### config.mk
export PLATFORM = sky130hd
export DESIGN_NAME = integrating_adc_tick_sequencer_core
export DESIGN_NICKNAME = d
export VERILOG_FILES = /design/src/iats_pkg.sv /design/src/integrating_adc_tick_sequencer_core.sv /design/src/iats_regs.sv /design/src/iats_step.sv
export SDC_FILE = /design/constraint.sdc
export NUM_CORES = 1
export LEC_CHECK = 0
export BUFFER_PORTS_ARGS = -buffer_cell sky130_fd_sc_hd__buf_2
export CAP_MARGIN = 10
export CORE_MARGIN = 5
export CORE_UTILIZATION = 45
export CTS_CLUSTER_DIAMETER = 120
export DETAILED_ROUTE_END_ITERATION = 8
export PLACE_DENSITY = 0.63
export SYNTH_ARGS = -nofsm -noshare
export SYNTH_HDL_FRONTEND = slang
export SYNTH_SLANG_ARGS = --single-unit
### constraint.sdc
create_clock -name clk -period 6.95 [get_ports clk]
set_input_delay 2.085 -clock clk [delete_from_list [all_inputs] [get_ports clk]]
set_output_delay 2.085 -clock clk [all_outputs]
set_load 0.005 [all_outputs]
### src/iats_pkg.sv
// Shared types and constants for the integrating converter tick sequencer.
// Holds the beat structs, configuration struct, phase enum and code values.
// No dependencies.
package iats_pkg;

  localparam int CYCLE_LENGTH = 20;
  localparam int CYCLE_W      = $clog2(CYCLE_LENGTH);

  localparam int ADDR_W = 5;
  localparam int DATA_W = 32;

  localparam logic [2:0] REG_INTEGRATION_TICKS = 3'd0;
  localparam logic [2:0] REG_CAPTURE_TIMEOUT   = 3'd1;
  localparam logic [2:0] REG_COUNT_MIN         = 3'd2;
  localparam logic [2:0] REG_COUNT_MAX         = 3'd3;
  localparam logic [2:0] REG_MIN_PERIOD_TICKS  = 3'd4;

  localparam logic [7:0]  RST_INTEGRATION_TICKS = 8'd250;
  localparam logic [7:0]  RST_CAPTURE_TIMEOUT   = 8'd50;
  localparam logic [7:0]  RST_COUNT_MIN         = 8'd15;
  localparam logic [7:0]  RST_COUNT_MAX         = 8'd235;
  localparam logic [19:0] RST_MIN_PERIOD_TICKS  = 20'd375000;

  localparam logic [1:0] ST_READY   = 2'd0;
  localparam logic [1:0] ST_RANGE   = 2'd1;
  localparam logic [1:0] ST_TIMEOUT = 2'd2;

  localparam logic CH_AUTOZERO = 1'b0;
  localparam logic CH_MEASURE  = 1'b1;

  typedef enum logic [1:0] {
    PH_SELECT       = 2'd0,
    PH_INTEGRATE    = 2'd1,
    PH_WAIT_COMP    = 2'd2,
    PH_WAIT_CAPTURE = 2'd3
  } phase_t;

  typedef struct packed {
    logic        comparator_level;
    logic        capture_flag;
    logic [15:0] capture_time;
    logic [15:0] timer_now;
    logic        settled;
  } tick_in_t;

  typedef struct packed {
    logic        select_strobe;
    logic        select_channel;
    logic        sample_valid;
    logic [1:0]  sample_status;
    logic        sample_channel;
    logic [7:0]  low_count;
    logic [20:0] period_ticks;
    logic [15:0] start_time;
  } tick_out_t;

  typedef struct packed {
    logic [7:0]  integration_ticks;
    logic [7:0]  capture_timeout;
    logic [7:0]  count_min;
    logic [7:0]  count_max;
    logic [19:0] min_period_ticks;
  } cfg_t;

endpackage

### src/integrating_adc_tick_sequencer_core.sv
// Top level of the integrating converter tick sequencer.
// Depends on iats_pkg, iats_regs (configuration) and iats_step (sequencer).
//
// Usage:
//   Each input beat on in_data is one timer tick: comparator level, capture
//   flag and time, current timer value and the settled flag. Every accepted
//   tick yields exactly one output beat on out_data carrying the multiplexer
//   strobe and channel and, when sample_valid is set, one finished sample.
//   A beat moves when valid is high and stall is low.
//   An accepted tick is held in the input register and passes through the
//   sequencer logic into the output register, which raises out_valid.
//   Throughput is one tick per cycle while out_stall does not hold the
//   output register full, set by the single sequencer pass between the two.
//   When out_stall holds the output register full, the pending tick waits in
//   the input register and in_stall rises only while that register is full
//   and cannot advance.
//   Reset (rst, synchronous) empties both registers, returns the sequencer
//   to channel select on autozero with all counters cleared, and loads the
//   configuration reset values. The user must write registers through the
//   APB-style port only while the block is idle; the block does not enforce it.
module integrating_adc_tick_sequencer_core (
  input  logic                        clk,
  input  logic                        rst,
  input  logic                        in_valid,
  output logic                        in_stall,
  input  iats_pkg::tick_in_t          in_data,
  output logic                        out_valid,
  input  logic                        out_stall,
  output iats_pkg::tick_out_t         out_data,
  input  logic                        psel,
  input  logic                        penable,
  input  logic                        pwrite,
  input  logic [iats_pkg::ADDR_W-1:0] paddr,
  input  logic [iats_pkg::DATA_W-1:0] pwdata,
  output logic [iats_pkg::DATA_W-1:0] prdata,
  output logic                        pready
);
  import iats_pkg::*;

  cfg_t      cfg;
  logic      tick_valid;
  tick_in_t  tick;
  tick_out_t result;
  logic      out_free;
  logic      fire;

  assign out_free = !out_valid || !out_stall;
  assign fire     = tick_valid && out_free;
  assign in_stall = tick_valid && !out_free;

  iats_regs u_regs (
    .clk     (clk),
    .rst     (rst),
    .psel    (psel),
    .penable (penable),
    .pwrite  (pwrite),
    .paddr   (paddr),
    .pwdata  (pwdata),
    .prdata  (prdata),
    .pready  (pready),
    .cfg     (cfg)
  );

  iats_step u_step (
    .clk    (clk),
    .rst    (rst),
    .fire   (fire),
    .tick   (tick),
    .cfg    (cfg),
    .result (result)
  );

  always_ff @(posedge clk) begin
    if (rst) begin
      tick_valid <= 1'b0;
    end else if (!in_stall) begin
      tick_valid <= in_valid;
    end
  end

  always_ff @(posedge clk) begin
    if (!in_stall && in_valid) begin
      tick <= in_data;
    end
  end

  always_ff @(posedge clk) begin
    if (rst) begin
      out_valid <= 1'b0;
    end else if (out_free) begin
      out_valid <= fire;
    end
  end

  always_ff @(posedge clk) begin
    if (fire) begin
      out_data <= result;
    end
  end

endmodule

### src/iats_regs.sv
// APB-style configuration register file for the tick sequencer.
// Depends on iats_pkg for the register map, reset values and cfg_t.
module iats_regs (
  input  logic                   clk,
  input  logic                   rst,
  input  logic                   psel,
  input  logic                   penable,
  input  logic                   pwrite,
  input  logic [iats_pkg::ADDR_W-1:0] paddr,
  input  logic [iats_pkg::DATA_W-1:0] pwdata,
  output logic [iats_pkg::DATA_W-1:0] prdata,
  output logic                   pready,
  output iats_pkg::cfg_t         cfg
);
  import iats_pkg::*;

  logic [2:0] reg_index;
  logic       wr_en;

  assign reg_index = paddr[ADDR_W-1:2];
  assign wr_en     = psel && penable && pwrite;
  assign pready    = 1'b1;

  always_ff @(posedge clk) begin
    if (rst) begin
      cfg.integration_ticks <= RST_INTEGRATION_TICKS;
      cfg.capture_timeout   <= RST_CAPTURE_TIMEOUT;
      cfg.count_min         <= RST_COUNT_MIN;
      cfg.count_max         <= RST_COUNT_MAX;
      cfg.min_period_ticks  <= RST_MIN_PERIOD_TICKS;
    end else if (wr_en) begin
      case (reg_index)
        REG_INTEGRATION_TICKS: cfg.integration_ticks <= pwdata[7:0];
        REG_CAPTURE_TIMEOUT:   cfg.capture_timeout   <= pwdata[7:0];
        REG_COUNT_MIN:         cfg.count_min         <= pwdata[7:0];
        REG_COUNT_MAX:         cfg.count_max         <= pwdata[7:0];
        REG_MIN_PERIOD_TICKS:  cfg.min_period_ticks  <= pwdata[19:0];
        default: ;
      endcase
    end
  end

  always_comb begin
    case (reg_index)
      REG_INTEGRATION_TICKS: prdata = {24'd0, cfg.integration_ticks};
      REG_CAPTURE_TIMEOUT:   prdata = {24'd0, cfg.capture_timeout};
      REG_COUNT_MIN:         prdata = {24'd0, cfg.count_min};
      REG_COUNT_MAX:         prdata = {24'd0, cfg.count_max};
      REG_MIN_PERIOD_TICKS:  prdata = {12'd0, cfg.min_period_ticks};
      default:               prdata = '0;
    endcase
  end

endmodule

### src/iats_step.sv
// Sequencer state and per-tick next-state logic of the tick sequencer.
// Depends on iats_pkg for phase_t, the beat structs and cfg_t.
module iats_step (
  input  logic                clk,
  input  logic                rst,
  input  logic                fire,
  input  iats_pkg::tick_in_t  tick,
  input  iats_pkg::cfg_t      cfg,
  output iats_pkg::tick_out_t result
);
  import iats_pkg::*;

  phase_t             phase, phase_next;
  logic [7:0]         delay_count, delay_count_next;
  logic               current_channel, current_channel_next;
  logic [CYCLE_W-1:0] cycle_index, cycle_index_next;
  logic [7:0]         low_tick_count, low_tick_count_next;
  logic [15:0]        last_start, last_start_next;
  logic [20:0]        last_period, last_period_next;
  logic [7:0]         last_count, last_count_next;

  logic [7:0]  delay_dec;
  logic        delay_zero;
  logic        timeout;
  logic        captured;
  logic        send;
  logic [15:0] raw_diff;
  logic [19:0] short_by;
  logic [20:0] short_round;
  logic [20:0] ext_period;
  logic [7:0]  low_base;

  assign delay_dec  = delay_count - 8'd1;
  assign delay_zero = (delay_dec == 8'd0);
  assign timeout    = (phase == PH_WAIT_CAPTURE) && delay_zero;
  assign captured   = (phase == PH_WAIT_CAPTURE) && !delay_zero
                      && tick.capture_flag && !tick.comparator_level;
  assign send       = timeout || captured;

  assign raw_diff    = tick.capture_time - last_start;
  assign short_by    = cfg.min_period_ticks - {4'd0, raw_diff};
  assign short_round = {1'b0, short_by} + 21'd65535;
  assign ext_period  = ({4'd0, raw_diff} < cfg.min_period_ticks)
                       ? {short_round[20:16], raw_diff} : {5'd0, raw_diff};

  always_comb begin
    phase_next = phase;
    case (phase)
      PH_SELECT:       phase_next = PH_INTEGRATE;
      PH_INTEGRATE:    if (delay_zero) phase_next = PH_WAIT_COMP;
      PH_WAIT_COMP:    if (tick.comparator_level || delay_zero) phase_next = PH_WAIT_CAPTURE;
      PH_WAIT_CAPTURE: if (send) phase_next = PH_SELECT;
      default:         phase_next = PH_SELECT;
    endcase
  end

  always_comb begin
    delay_count_next     = delay_dec;
    current_channel_next = current_channel;
    cycle_index_next     = cycle_index;
    last_start_next      = last_start;
    last_period_next     = last_period;
    last_count_next      = last_count;
    result               = '0;

    case (phase)
      PH_SELECT: begin
        result.select_strobe  = 1'b1;
        result.select_channel = current_channel;
        delay_count_next      = cfg.integration_ticks;
      end
      PH_INTEGRATE: begin
        if (delay_zero) begin
          result.select_strobe  = 1'b1;
          result.select_channel = CH_AUTOZERO;
          delay_count_next      = cfg.capture_timeout;
        end
      end
      default: ;
    endcase

    if (timeout) begin
      last_start_next = tick.timer_now;
    end else if (captured) begin
      last_period_next = ext_period;
      last_start_next  = tick.capture_time;
      last_count_next  = low_tick_count;
    end

    if (send) begin
      if (tick.settled) begin
        cycle_index_next = (cycle_index == CYCLE_W'(CYCLE_LENGTH - 1))
                           ? '0 : cycle_index + CYCLE_W'(1);
        current_channel_next = (cycle_index_next == '0) ? CH_AUTOZERO : CH_MEASURE;
      end else begin
        current_channel_next = !current_channel;
      end
      result.sample_valid   = 1'b1;
      result.sample_channel = current_channel;
      result.low_count      = last_count_next;
      result.period_ticks   = last_period_next;
      result.start_time     = last_start_next;
      if (timeout) begin
        result.sample_status = ST_TIMEOUT;
      end else if (last_count_next >= cfg.count_min && last_count_next <= cfg.count_max) begin
        result.sample_status = ST_READY;
      end else begin
        result.sample_status = ST_RANGE;
      end
    end
  end

  assign low_base            = send ? 8'd0 : low_tick_count;
  assign low_tick_count_next = low_base + {7'd0, !tick.comparator_level};

  always_ff @(posedge clk) begin
    if (rst) begin
      phase           <= PH_SELECT;
      delay_count     <= '0;
      current_channel <= CH_AUTOZERO;
      cycle_index     <= '0;
      low_tick_count  <= '0;
      last_start      <= '0;
      last_period     <= '0;
      last_count      <= '0;
    end else if (fire) begin
      phase           <= phase_next;
      delay_count     <= delay_count_next;
      current_channel <= current_channel_next;
      cycle_index     <= cycle_index_next;
      low_tick_count  <= low_tick_count_next;
      last_start      <= last_start_next;
      last_period     <= last_period_next;
      last_count      <= last_count_next;
    end
  end

endmodule

# ---- Word-level counts from Yosys, hierarchy flattened
# Cells that the tools add are included.
dict set report word_totals {
  register_bits 209
  inputBits 79
  output_inout_bits 86
  elab_cells 106
}
dict set report classes {
  add_sub_neg 6
  n_lt_le_gt_ge 3
  eq_ne 11
  muxes 23
  n_bitwise 1
  n_reduce_logical 33
}
# operator n
set op_table {}
lappend op_table {{$pmux W20 S5} 1}
lappend op_table {{$mux W21} 3}
lappend op_table {{$mux W49} 1}
lappend op_table {{$mux W16} 2}
lappend op_table {{$mux W8} 4}
lappend op_table {{$add A20 B16 Y21 const B} 1}
lappend op_table {{$lt A16 B20 Y1} 1}
lappend op_table {{$sub A20 B16 Y20} 1}
lappend op_table {{$pmux W8 S2} 1}
lappend op_table {{$sub A16 B16 Y16} 1}
lappend op_table {{$reduce_and A2 Y1} 6}
lappend op_table {{$logic_and A1 B1 Y1} 10}
lappend op_table {{$mux W2} 5}
lappend op_table {{$add A8 B1 Y8} 1}
lappend op_table {{$ge A8 B8 Y1} 1}
lappend op_table {{$le A8 B8 Y1} 1}
lappend op_table {{$logic_not A8 Y1} 1}
lappend op_table {{$pmux W2 S4} 1}
lappend op_table {{$sub A8 B1 Y8 const B} 1}
lappend op_table {{$logic_not A1 Y1} 7}
lappend op_table {{$eq A3 B2 Y1 const B} 2}
lappend op_table {{$ne A2 B1 Y1 const B} 3}
lappend op_table {{$add A5 B1 Y5 const B} 1}
lappend op_table {{$eq A5 B5 Y1 const B} 1}
lappend op_table {{other kinds (15)} 20}

# ---- Longest topological paths before layout
dict set report logic_depth {
  ltp_word 13
  ltp_mapped 23
}

# ---- Hierarchy
# A second synthesis with hierarchy kept.
dict set report hier_totals {
  cells_unflattened 1199
  hier_area_um2 11451.0
}
# mod instances cells_each area_per_inst_um2
set by_module_without_submodules {}
lappend by_module_without_submodules {iats_step 1 825 6147.1}
lappend by_module_without_submodules {integrating_adc_tick_sequencer_core 1 96 2668.8}
lappend by_module_without_submodules {iats_regs 1 278 2635.0}

# ---- Least setup slack after synthesis
# No wires, ideal clock.
dict set report synth_timing {
  kind {input to output}
  startpoint {input paddr[3] (netlist bit)}
  endpoint {output prdata[2] (netlist bit)}
  arrival_time_ps 3402
  required_ps 4865
  setup_slack_ps 1463
  stages 6
  n_path_buf 2
  cell_sequence {clkbuf_1 buf_1 mux2i_1 nor2_1 a21oi_1 o22ai_1}
}
dict set report synth_between {
  elab_chain_len 2
  elab_cells_between_ends 6
  classes_between {eq/ne (4); mux (1); reduce/logical (1)}
}
# element line
set synth_rtl {}
lappend synth_rtl {{from (decl)} integrating_adc_tick_sequencer_core.sv:33} ;# input logic [iats_pkg::ADDR_W-1:0] paddr,
lappend synth_rtl {{$eq A3 B3 Y1, or another cell as far along} iats_regs.sv:44} ;# case (reg_index)
lappend synth_rtl {{$pmux W20 S5 *} iats_regs.sv:44}
lappend synth_rtl {{to (decl)} integrating_adc_tick_sequencer_core.sv:35} ;# output logic [iats_pkg::DATA_W-1:0] prdata,
# Mark *: on every way between the ends. The rest lies on a longest branch, timed or not.

# ---- Worst setup path after layout
dict set report layout_timing {
  startpoint {input paddr[3] (netlist bit)}
  endpoint {output prdata[13] (netlist bit)}
}
# Same word-level chain as after synthesis.

==> run metrics <==
CP max-delay cell nor2b_1; status finished, final reports clean; cts repair resizes 0; final HPWL from detailed placement 20300 um; total power per unit cell area 230 mW/mm2; Leak 5.18 nW; synth-to-layout area growth 15.4%; count of pins over their slew limit 0; vias per cell 5.42; IO Port Bufs 137; Warnings, synthesis 0; FP Rows 57; CTS tree built; IO Pins 165; Yosys top cell by area edfxtp_1; measured slew at the worst slew-check pin 1270 ps; clock root buffer clkbuf_16; Synth Cell Area 0.0111 mm2; final hold slack 456 ps; ys async rst share 0%; maximum VDD drop 0.213 mV; Fmax 167 MHz; Post-synth EDFFs 86; antenna violations before repair 0; Area contributors post-synth edfxtp_1 23%, dfxtp_1 22%, ha_1 5.8%; Worst-path clk slew 50 ps; Die Width 167 um; Final Skew 8.98 ps; final worst-path cycle share 86.0%; CP peak stage delay 530 ps; setup TNS 0 ps; drt drc 0; Worst-Skew Late Latency 520 ps; crit-path cells buf_2, nor2b_1, nor2b_1, inv_1, nor2_1, buf_2; via count 8913; count of cell types in the netlist 86; ANT cells 0; Synth Register Bits 209; Hold Path Class reg -> reg; Worst Setup Path Type in -> out; Sequential cell area 0.00504 mm2; crit start category input pin; total wire length 28000 um; relative slew slack 14.7%; die area 0.0278 mm2; Synth Flop Type dfxtp_1; post-layout min period 5970 ps; core area 0.0242 mm2; RSZ-0062 raised after global routing false; Critical Path End Type primary output; GRT Total Usage 19.3%; clock sink total 209; layout cells sized above 1 16.1%; WP data arrival 3890 ps; Final Net Count 1434; worst-case clock buffer depth 3; cts bufs inserted 24; CTS Hold Bufs 0; final hold vios 0; routability cong. 0.891; fillers 2276; Starting Density 45.6%; post-CTS setup buffers 0; area share of the largest cell type after synthesis 23.3%; cells after synthesis 1191; final setup fails 0; Crit Path Max Fanout 21; largest net degree at the start of global routing 92; vias in the first global route 8302; Initial DRT Pass Iterations 5; first-pass GRT wire length 44600 um; CP required 4870 ps; Seq/Total Area, Yosys 45.6%; max_cap viols 0; total congestion overflow 0; wire per inst 17.0 um; cell family with most CP delay simple AND/OR/NAND/NOR gates; Iter 0 DRT Violations 512; Mapped Avg Cell Area 9.29 um2; htree depth 1; area occupied by multi-input gates 0.00548 mm2; overall die height 167 um; Final ANT Viol Nets 0; WP buf/inv 3
-- sequential cells by signal, summed over array words and instances (netlist names) --
signal                  flops
u_regs.cfg                 52
out_data                   51
tick                       35
u_step.last_period         21
u_step.last_start          16
u_step.delay_count          8
u_step.last_count           8
u_step.low_tick_count       8
u_step.cycle_index          5
u_step.phase                2
out_valid                   1
tick_valid                  1
u_step.current_channel      1
-- per-layer routing --
| layer | part of all wire (%) | GRT usage [%] | up-vias | wire, um |
|---|---|---|---|---|
| met3 | 5.3 | 3.11 | 33 | 1480 |
| met2 | 42 | 29.1 | 248 | 11800 |
| met1 | 51 | 29.3 | 4164 | 14200 |
| li1 | - | - | 4468 | - |
| met5 | 0 | 0 | - | 0 |
| met4 | 1.9 | 3.91 | 0 | 535 |
-- cell families (layout without fill, tap and decap cells) --
logic type / count (synthesis) / in the layout / synth area share, %
xor gates and xnor gates: 31 / 31 / 2.58
other: 2 / 13 / 0.0679
DFF: 209 / 209 / 45.6
buffers and inverters: 143 / 261 / 5.42
AOI/OAI and AO/OA: 282 / 282 / 17.3
adders and majority gates: 56 / 56 / 6.41
muxes: 58 / 58 / 5.26
and+or+nand+nor: 410 / 410 / 17.4
-- layout make-up --
type / instances / area share, %
Clock inverter: 7 / 0.569
Inverter: 69 / 2.04
Tap cell: 324 / 3.18
Multi-Input combinational cell: 850 / 42.9
Sequential cell: 209 / 39.5
Timing Repair Buffer: 148 / 6.02
Clock buffer: 37 / 5.74
-- synth_stat cells (all sizes together), types with 6 or more instances --
library cell	instances
a221oi	9
a21o	11
a211oi	22
buf	28
and3	9
o21ai	46
mux2i	57
nor3b	6
o21a	8
xnor2	19
xor2	11
nor2b	14
and2	16
nor4	8
edfxtp	86
nand3	31
dfxtp	123
a22oi	20
o22ai	8
o211ai	20
nor2	123
nand4	7
nand2b	13
inv	67
nor3	15
a21oi	82
a22o	18
nand2	141
ha	51
or3	7
clkbuf	46
-- per-stage QoR --
| stage | cells | power, mW | setup WS [ps] | util (%) | cell area, um2 |
|---|---|---|---|---|---|
| floorplan | 1202 | 1.60 | 1460 | - | 11100 |
| detailed placement | 1600 | 1.70 | 920 | 49.3 | 12000 |
| global route | 1644 | 3.05 | 703 | 52.6 | 12800 |
| CTS | 1644 | 2.97 | 900 | 52.6 | 12800 |
| finish | 1644 | 2.94 | 976 | 52.6 | 12800 |
| global placement | 1600 | 1.70 | 941 | 49.3 | 12000 |
-- worst min-delay path: stages (launching register included) --
cell and delay [ps]:
dfxtp_1 310, nand2_1 50, a21oi_1 50
-- power by group --
part	switching (mW)	total, mW	internal [mW]
Sequential	0.0208	1.34	1.32
Clock	0.493	1.26	0.763
Combinational	0.212	0.344	0.132
-- cells in the final DEF, fill, tap and decap left out, types with 13 or more instances in the layout --
master	netlist	final
a211oi_1	22	22
a21oi_1	80	80
a22o_1	18	18
a22oi_1	20	20
and2_1	16	16
buf_2	5	137
clkbuf_16	0	26
conb_1	2	13
dfxtp_1	123	123
edfxtp_1	86	86
ha_1	51	51
inv_1	67	67
mux2i_1	57	57
nand2_1	140	140
nand2b_1	13	13
nand3_1	31	31
nor2_1	121	121
nor2b_1	14	13
nor3_1	14	14
o211ai_1	20	20
o21ai_0	43	43
xnor2_1	19	19
-- path summary, 6_finish.rpt --
path | start | endpoint | cells past startpoint | slack [ps]
worst max register to register | tick[17]$_DFFE_PP_ | out_data[36]$_SDFFCE_PN0P_ | 22 | 1490
worst min register to register | u_step.last_period[6]$_SDFFE_PP0P_ | u_step.last_period[6]$_SDFFE_PP0P_ | 2 | 460
worst min-delay path | u_step.last_period[6]$_SDFFE_PP0P_ | u_step.last_period[6]$_SDFFE_PP0P_ | 2 | 460
worst max-delay path | paddr[3] | prdata[13] | 6 | 980
(Power assumes the default switching activity.)
